==> config.mk <==
export PLATFORM = sky130hd
export DESIGN_NAME = multichannel_moving_average_trend
export DESIGN_NICKNAME = d
export VERILOG_FILES = /design/src/sv/mmat_pkg.sv /design/src/sv/mmat_div.sv /design/src/sv/multichannel_moving_average_trend.sv
export SDC_FILE = /design/constraint.sdc
export NUM_CORES = 2
export LEC_CHECK = 0
export BUFFER_PORTS_ARGS = -buffer_cell sky130_fd_sc_hd__buf_4
export CAP_MARGIN = 30
export CORE_MARGIN = 3
export CORE_UTILIZATION = 65
export CTS_CLUSTER_DIAMETER = 150
export DETAILED_ROUTE_END_ITERATION = 8
export PLACE_DENSITY = 0.77
export SLEW_MARGIN = 20
export SYNTH_ARGS = -nofsm -noshare
export SYNTH_HDL_FRONTEND = slang
export SYNTH_SLANG_ARGS = --single-unit
==> constraint.sdc <==
create_clock -name clock -period 25.5 [get_ports clock]
set_input_delay 2.55 -clock clock [delete_from_list [all_inputs] [get_ports clock]]
set_output_delay 2.55 -clock clock [all_outputs]
set_load 0.005 [all_outputs]
==> src/sv/mmat_pkg.sv <==
// Shared types, constants and helpers for the multichannel moving average block.
`default_nettype none

package mmat_pkg;

   localparam int NUM_CHANNELS_DEF = 11;
   localparam int WINDOW_DEF       = 5;
   localparam int CHAN_W           = 4;
   localparam int PRICE_W          = 24;

   typedef enum logic [1:0] {
      TREND_FLAT = 2'd0,
      TREND_RISE = 2'd1,
      TREND_FALL = 2'd2
   } trend_type;

   typedef enum logic [1:0] {
      ST_IDLE,
      ST_SUM,
      ST_MUL,
      ST_FIN
   } state_type;

   typedef struct packed {
      logic [CHAN_W-1:0]  channel;
      logic [PRICE_W-1:0] price;
   } req_type;

   typedef struct packed {
      logic [CHAN_W-1:0]  out_channel;
      logic [PRICE_W-1:0] average;
      trend_type          price_trend;
      trend_type          average_trend;
   } rsp_type;

   function automatic trend_type trend_of(input logic [PRICE_W-1:0] now,
                                          input logic [PRICE_W-1:0] prev);
      trend_type t;
      if (now > prev) begin
         t = TREND_RISE;
      end else if (now < prev) begin
         t = TREND_FALL;
      end else begin
         t = TREND_FLAT;
      end
      return t;
   endfunction

endpackage

`default_nettype wire

==> src/sv/mmat_div.sv <==
// Divide of the window sum by the sample count through a reciprocal table and one multiply.
`default_nettype none

module mmat_div
   import mmat_pkg::*;
#(
   parameter int WINDOW = WINDOW_DEF
) (
   input  wire logic                                        clock,
   input  wire logic                                        mul_en,
   input  wire logic [PRICE_W+((WINDOW > 1) ? $clog2(WINDOW) : 0)-1:0] sum_i,
   input  wire logic [$clog2(WINDOW+1)-1:0]                 count_i,
   output logic      [PRICE_W-1:0]                          quot_o
);

   localparam int L_W   = (WINDOW > 1) ? $clog2(WINDOW) : 0;
   localparam int SUM_W = PRICE_W + L_W;
   localparam int M_W   = SUM_W + L_W + 1;
   localparam int P_W   = SUM_W + M_W;
   localparam int SHIFT = SUM_W + L_W;

   // m = ceil(2^SHIFT / d): floor(x*m >> SHIFT) is exact for every x below 2^SUM_W
   logic [M_W-1:0] recip [WINDOW+1];
   logic [P_W-1:0] prod_ff;
   logic [P_W-1:0] prod_in;

   assign recip[0] = '0;

   for (genvar d = 1; d <= WINDOW; d++) begin : g_recip
      localparam logic [63:0] MV = ((64'd1 << SHIFT) + 64'(d) - 64'd1) / 64'(d);
      assign recip[d] = MV[M_W-1:0];
   end

   assign prod_in = P_W'(sum_i) * P_W'(recip[count_i]);

   always_ff @(posedge clock) begin
      if (mul_en) begin
         prod_ff <= prod_in;
      end
   end

   assign quot_o = PRICE_W'(prod_ff >> SHIFT);

endmodule

`default_nettype wire

==> src/sv/multichannel_moving_average_trend.sv <==
// Top level: per-channel moving average with price and average trend flags.
//
//   port group  dir  handshake             word
//   req_        in   req_valid/req_stall   req_type: channel, price
//   rsp_        out  rsp_valid/rsp_stall   rsp_type: out_channel, average, trends
//
// A sample passes four steps: memory read, sum update, reciprocal multiply, writeback.
// The next sample is taken once the previous result sits in the output register.
// Channel state lives in two memories with registered reads; per-channel valid flags stand for
// the zeroed state after reset, so there is no clearing pass.
// Samples for channels out of range are taken and dropped without a result.
`default_nettype none

module multichannel_moving_average_trend
   import mmat_pkg::*;
#(
   parameter int NUM_CHANNELS = NUM_CHANNELS_DEF,
   parameter int WINDOW       = WINDOW_DEF
) (
   input  wire logic    clock,
   input  wire logic    reset,
   input  wire logic    req_valid,
   output logic         req_stall,
   input  wire req_type req_data,
   output logic         rsp_valid,
   input  wire logic    rsp_stall,
   output rsp_type      rsp_data
);

   localparam int L_W      = (WINDOW > 1) ? $clog2(WINDOW) : 0;
   localparam int SUM_W    = PRICE_W + L_W;
   localparam int CNT_W    = $clog2(WINDOW+1);
   localparam int SLOT_W   = (WINDOW > 1) ? $clog2(WINDOW) : 1;
   localparam int CH_IDX_W = (NUM_CHANNELS > 1) ? $clog2(NUM_CHANNELS) : 1;
   localparam int CHX_W    = (CH_IDX_W > CHAN_W) ? CH_IDX_W : CHAN_W;

   typedef struct packed {
      logic [CNT_W-1:0]   count;
      logic [SLOT_W-1:0]  slot;
      logic [SUM_W-1:0]   sum;
      logic [PRICE_W-1:0] last_price;
      logic [PRICE_W-1:0] last_avg;
   } rec_type;

   typedef logic [WINDOW-1:0][PRICE_W-1:0] row_type;

   rec_type   rec_mem  [NUM_CHANNELS];
   row_type   hist_mem [NUM_CHANNELS];

   state_type state_ff, state_in;
   logic [NUM_CHANNELS-1:0] rec_vld_ff;
   rec_type   rec_rd_ff;
   logic      vld_rd_ff;
   row_type   row_rd_ff;
   req_type   req_ff;
   logic [SUM_W-1:0]  sum_ff, sum_in;
   logic [CNT_W-1:0]  cnt_ff, cnt_in;
   logic [SLOT_W-1:0] slot_ff, slot_in;
   logic      rsp_valid_ff;
   rsp_type   rsp_ff;

   logic [CHX_W-1:0]    ch_wide;
   logic [CHX_W-1:0]    chq_wide;
   logic [CH_IDX_W-1:0] idx_new;
   logic [CH_IDX_W-1:0] idx_q;
   logic                in_range;
   logic                req_acc;
   logic                go;
   logic                sum_en, mul_en, fin_en, out_free;
   rec_type             rec_cur;
   rec_type             rec_wr;
   logic [SLOT_W-1:0]   slot_use;
   logic [PRICE_W-1:0]  old_price;
   logic                full;
   row_type             row_new;
   logic [PRICE_W-1:0]  quot;

   assign ch_wide  = CHX_W'(req_data.channel);
   assign chq_wide = CHX_W'(req_ff.channel);
   assign idx_new  = ch_wide[CH_IDX_W-1:0];
   assign idx_q    = chq_wide[CH_IDX_W-1:0];
   assign in_range = ch_wide < CHX_W'(NUM_CHANNELS);
   assign req_acc  = req_valid && !req_stall;
   assign go       = req_acc && in_range;
   assign out_free = !rsp_valid_ff || !rsp_stall;

   // next state
   always_comb begin
      state_in = state_ff;
      case (state_ff)
         ST_IDLE: if (go) state_in = ST_SUM;
         ST_SUM:  state_in = ST_MUL;
         ST_MUL:  state_in = ST_FIN;
         ST_FIN:  if (out_free) state_in = ST_IDLE;
         default: state_in = ST_IDLE;
      endcase
   end

   // state outputs
   always_comb begin
      req_stall = 1'b1;
      sum_en    = 1'b0;
      mul_en    = 1'b0;
      fin_en    = 1'b0;
      case (state_ff)
         ST_IDLE: req_stall = 1'b0;
         ST_SUM:  sum_en = 1'b1;
         ST_MUL:  mul_en = 1'b1;
         ST_FIN:  fin_en = out_free;
         default: req_stall = 1'b1;
      endcase
   end

   always_ff @(posedge clock) begin
      if (reset) begin
         state_ff <= ST_IDLE;
      end else begin
         state_ff <= state_in;
      end
   end

   // memory reads on accept
   always_ff @(posedge clock) begin
      if (go) begin
         rec_rd_ff <= rec_mem[idx_new];
         row_rd_ff <= hist_mem[idx_new];
         vld_rd_ff <= rec_vld_ff[idx_new];
         req_ff    <= req_data;
      end
   end

   // the record of a never-written channel reads as all zero
   assign rec_cur = vld_rd_ff ? rec_rd_ff : '0;

   always_comb begin
      if ({1'b0, rec_cur.slot} >= (SLOT_W+1)'(WINDOW)) begin
         slot_use = '0;
      end else begin
         slot_use = rec_cur.slot;
      end
      full      = rec_cur.count >= CNT_W'(WINDOW);
      old_price = row_rd_ff[slot_use];
      if (full) begin
         sum_in = rec_cur.sum - SUM_W'(old_price) + SUM_W'(req_ff.price);
         cnt_in = rec_cur.count;
      end else begin
         sum_in = rec_cur.sum + SUM_W'(req_ff.price);
         cnt_in = rec_cur.count + CNT_W'(1);
      end
      if (({1'b0, slot_use} + (SLOT_W+1)'(1)) >= (SLOT_W+1)'(WINDOW)) begin
         slot_in = '0;
      end else begin
         slot_in = slot_use + SLOT_W'(1);
      end
      row_new           = row_rd_ff;
      row_new[slot_use] = req_ff.price;
   end

   always_ff @(posedge clock) begin
      if (sum_en) begin
         sum_ff  <= sum_in;
         cnt_ff  <= cnt_in;
         slot_ff <= slot_in;
         hist_mem[idx_q] <= row_new;
      end
   end

   mmat_div #(
      .WINDOW (WINDOW)
   ) u_div (
      .clock   (clock),
      .mul_en  (mul_en),
      .sum_i   (sum_ff),
      .count_i (cnt_ff),
      .quot_o  (quot)
   );

   always_comb begin
      rec_wr.count      = cnt_ff;
      rec_wr.slot       = slot_ff;
      rec_wr.sum        = sum_ff;
      rec_wr.last_price = req_ff.price;
      rec_wr.last_avg   = quot;
   end

   // writeback and result word
   always_ff @(posedge clock) begin
      if (fin_en) begin
         rec_mem[idx_q]            <= rec_wr;
         rsp_ff.out_channel        <= req_ff.channel;
         rsp_ff.average            <= quot;
         rsp_ff.price_trend        <= trend_of(req_ff.price, rec_cur.last_price);
         rsp_ff.average_trend      <= trend_of(quot, rec_cur.last_avg);
      end
   end

   always_ff @(posedge clock) begin
      if (reset) begin
         rec_vld_ff   <= '0;
         rsp_valid_ff <= 1'b0;
      end else begin
         if (fin_en) begin
            rec_vld_ff[idx_q] <= 1'b1;
            rsp_valid_ff      <= 1'b1;
         end else if (!rsp_stall) begin
            rsp_valid_ff <= 1'b0;
         end
      end
   end

   assign rsp_valid = rsp_valid_ff;
   assign rsp_data  = rsp_ff;

   a_rsp_from_fin: assert property (@(posedge clock) disable iff (reset)
      $rose(rsp_valid_ff) |-> $past(state_ff == ST_FIN))
      else $error("result word appeared without a writeback");

   a_sum_after_accept: assert property (@(posedge clock) disable iff (reset)
      (state_ff == ST_SUM) |-> $past(state_ff == ST_IDLE && go))
      else $error("sum stage entered without an accepted sample");

   a_count_bounds: assert property (@(posedge clock) disable iff (reset)
      (state_ff == ST_MUL) |-> (cnt_ff != '0 && cnt_ff <= CNT_W'(WINDOW)))
      else $error("sample count out of range at divide");

   a_valid_after_wb: assert property (@(posedge clock) disable iff (reset)
      fin_en |=> rec_vld_ff[idx_q])
      else $error("channel record not marked valid after writeback");

endmodule

`default_nettype wire
==> impl_metrics.py <==
metrics = {
    "clock_network": {
        "root_buffer": "clkbuf_16",
        "clk_path_buf_depth": 3,
        "htree_levels": 4,
        "cts_tree": "done",
        "clock_latency_ns": 0.89,
        "clk_pin_slew_ns": 0.06,
        "cts_setup_buffers": 0,
        "cts_sinks": 2544,
        "postCtsHoldBufs": 0,
        "cts_resized": 0,
        "cts_buffers": 234,
    },
    "setup_path": {
        "criticalPathCategory": "flop to flop",
        "rr_startpoint": "cnt_ff[1]",
        "end_kind": "flop",
        "cp.arrival_ns": 9.14,
        "r2r.worst_path.cells": 24,
        "crit_fanout": 26,
        "r2r-end": "u_div.prod_ff[50]",
        "crit_required_ns": 26.11,
        "worst-r2r-setup-slack_ns": 16.96,
        "critPathLaunchType": "flop",
    },
    "cells_and_area": {
        "final_common_cell": "edfxtp_1",
        "area_delta_synth_final_pct": 9.80,
        "drive_above_1_share_pct": 15.1,
        "fin_nets": 7876,
        "antenna_cells": 0,
        "mostFrequentLayoutCells": "2,530 x edfxtp_1, 679 x nand2_1, 652 x inv_1",
        "fillers": 10700,
    },
    "floorplan": {
        "start_util_pct": 65.5,
        "core-area_sq_mm": 0.176,
        "io_pins": 66,
        "die_x_um": 427,
        "num_rows": 154,
        "die_area_sq_mm": 0.183,
        "die-height_um": 427,
    },
    "routing": {
        "drtIter0Drc": 7278,
        "routedWlPerCell_um": 28.1,
        "wl_um": 272000,
        "num_vias": 61900,
        "vias_per_cell": 6.39,
        "drc": 0,
        "ant_nets": 0,
        "drtPass1Iterations": 6,
    },
    "logic_synthesis": {
        "synth_ff_type": "edfxtp_1",
        "ys_seq_elements": 2544,
        "syn_nets": 7706,
        "netlist_area_sq_mm": 0.115,
        "synth_warnings": 0,
        "avgSynthCellArea_sq_um": 16.5,
        "async_reset_ff_share_pct": 0,
        "synth_edf_count": 2530,
        "ys_types": 73,
        "synth_seq_area_share_pct": 66.1,
        "synthCells": 6981,
    },
    "worst_hold_path": {
        "worstHoldStart": "rec_vld_ff[6]",
        "hp-class": "flop to flop",
        "hold_path_depth": 1,
        "holdPathEnd": "rec_vld_ff[6]",
    },
    "sta": {
        "timing_hold_violations_final": 0,
        "tightest_slew_ns": 1.08,
        "worst_clock_skew_ns": 0.0981,
        "final.period_utilization_pct": 33.5,
        "min_period_ns": 8.54,
        "setup_viol": 0,
        "finalSetupTns_ns": 0,
        "maxSlewViolCount": 0,
        "hold_ws_ns": 0.485,
        "max_freq_ghz": 0.117,
        "slew_headroom_pct": 27.8,
        "rsz0062_at_grt": "no",
    },
    "global_routing": {
        "grt_max_degree": 165,
        "antenna_found_initial": 3,
        "grt.total_usage_pct": 30.3,
        "grt_remaining_overflow": 0,
        "grt_pass1_vias": 62900,
        "grt_pass1_wl_um": 404000,
    },
    "run_status": {
        "status": "finished, final reports clean",
    },
    "job": {
        "maxCapViolCount": 0,
    },
    "place": {
        "dpl.hpwl_um": 158000,
        "io_buffers": 65,
        "globalplace.congestion": 0.939,
    },
}
-- cell usage after synthesis (9+ instances only) --
| cell type | n | area share, % |
|---|---|---|
| edfxtp_1 | 2530 | 66 |
| nand2_1 | 680 | 2.2 |
| inv_1 | 652 | 2.1 |
| o21ai_0 | 497 | 2.2 |
| mux2i_1 | 455 | 3.9 |
| mux4_2 | 404 | 7.9 |
| fa_1 | 389 | 6.7 |
| ha_1 | 304 | 3.3 |
| clkbuf_1 | 211 | 0.69 |
| a21oi_1 | 94 | 0.41 |
| nor2_1 | 83 | 0.27 |
| buf_1 | 81 | 0.26 |
| mux2_2 | 75 | 0.73 |
| and2_1 | 66 | 0.36 |
| xnor2_1 | 50 | 0.38 |
| a21o_1 | 46 | 0.30 |
| and3_1 | 38 | 0.21 |
| nor3_1 | 24 | 0.10 |
| o21a_1 | 24 | 0.16 |
| o221ai_1 | 24 | 0.18 |
| xor2_1 | 22 | 0.17 |
| nand4_1 | 21 | 0.11 |
| nand2b_1 | 18 | 0.098 |
| nand3_1 | 16 | 0.069 |
| dfxtp_1 | 14 | 0.24 |
| nor2b_1 | 14 | 0.076 |
| a211oi_1 | 13 | 0.085 |
| o21ai_1 | 12 | 0.052 |
| a31oi_1 | 11 | 0.060 |
| o21bai_1 | 10 | 0.065 |
| or2_2 | 9 | 0.049 |
-- worst max-delay path, stage by stage (launching register included) --
cell and delay (ns):
edfxtp_1 0.58, nor2_1 0.39, buf_4 0.25, nor2_1 0.09, buf_4 0.23, and2_1 0.23
fa_1 0.51, inv_1 0.06, fa_1 0.54, fa_1 0.72, fa_1 0.51, fa_1 0.55
inv_1 0.05, fa_1 0.49, fa_1 0.41, ha_1 0.34, a21oi_1 0.08, o21ai_1 0.31
o21ai_2 0.13, a2111oi_1 0.77, or3_4 0.29, a31oi_2 0.15, o31ai_2 0.33, a21oi_1 0.13
xnor2_1 0.15
-- registers in the layout, summed over array words and instances, names as in the netlist --
name / flops
u_div.prod_ff: 24
rec_vld_ff: 11
rsp_data: 32
vld_rd_ff: 1
hist_mem: 1320
sum_ff: 27
slot_ff: 3
rec_rd_ff: 81
rsp_valid: 1
state_ff: 2
rec_mem: 891
cnt_ff: 3
chq_wide: 4
rec_wr: 24
row_rd_ff: 120
-- per-stage QoR --
stage	util, %	area, sq um	setup WS, ns	cells
final	71.9	127000	16.96	9687
after global routing	71.9	127000	16.65	9687
after CTS	71.8	127000	16.61	9663
after detailed placement	67.6	119000	16.60	9231
after global placement	67.5	119000	16.93	9228
after floorplan	-	115000	10.42	6981
-- worst max path at each step --
stage                 startpoint                end  slack (ns)  cells after the start
CTS                    cnt_ff[1]  u_div.prod_ff[50]       16.61                     23
detailed placement     cnt_ff[1]  u_div.prod_ff[50]       16.60                     23
global route           cnt_ff[1]  u_div.prod_ff[50]       16.65                     25
finish                 cnt_ff[1]  u_div.prod_ff[50]       16.96                     24
global placement       cnt_ff[1]  u_div.prod_ff[50]       16.93                     23
floorplan           req_data[25]        state_ff[1]       10.42                      8
-- area by class of cell --
type	count	area, sq um	area share [%]
Multi-Input combinational cell	3488	35800	28.2
Timing Repair Buffer	230	1900	1.50
Tap cell	2340	2930	2.31
Clock buffer	290	6130	4.83
Inverter	653	2450	1.93
Clock inverter	142	1270	1.01
Sequential cell	2544	76300	60.2
-- layer usage --
layer | up-vias | global-route usage, % | routed length (um)
met2 | 3084 | 48.0 | 131000
li1 | 26400 | - | -
met1 | 32000 | 44.0 | 108000
met5 | - | 0 | 13
met3 | 457 | 5.57 | 25300
met4 | 2 | 8.37 | 7050
-- cells by family after synthesis --
family          count (synthesis)  synth area share (%)
compound gates                791                  3.95
other cells                     1               0.00325
fa+ha+maj                     693                  10.0
simple gates                  997                  3.74
xor+xnor                       72                 0.546
mux                           934                  12.6
flops                        2544                  66.1
buf+inv                       949                  3.09
Power is not shown: default switching activity piles up to over one toggle a cycle in this logic, so the estimate is an artifact.
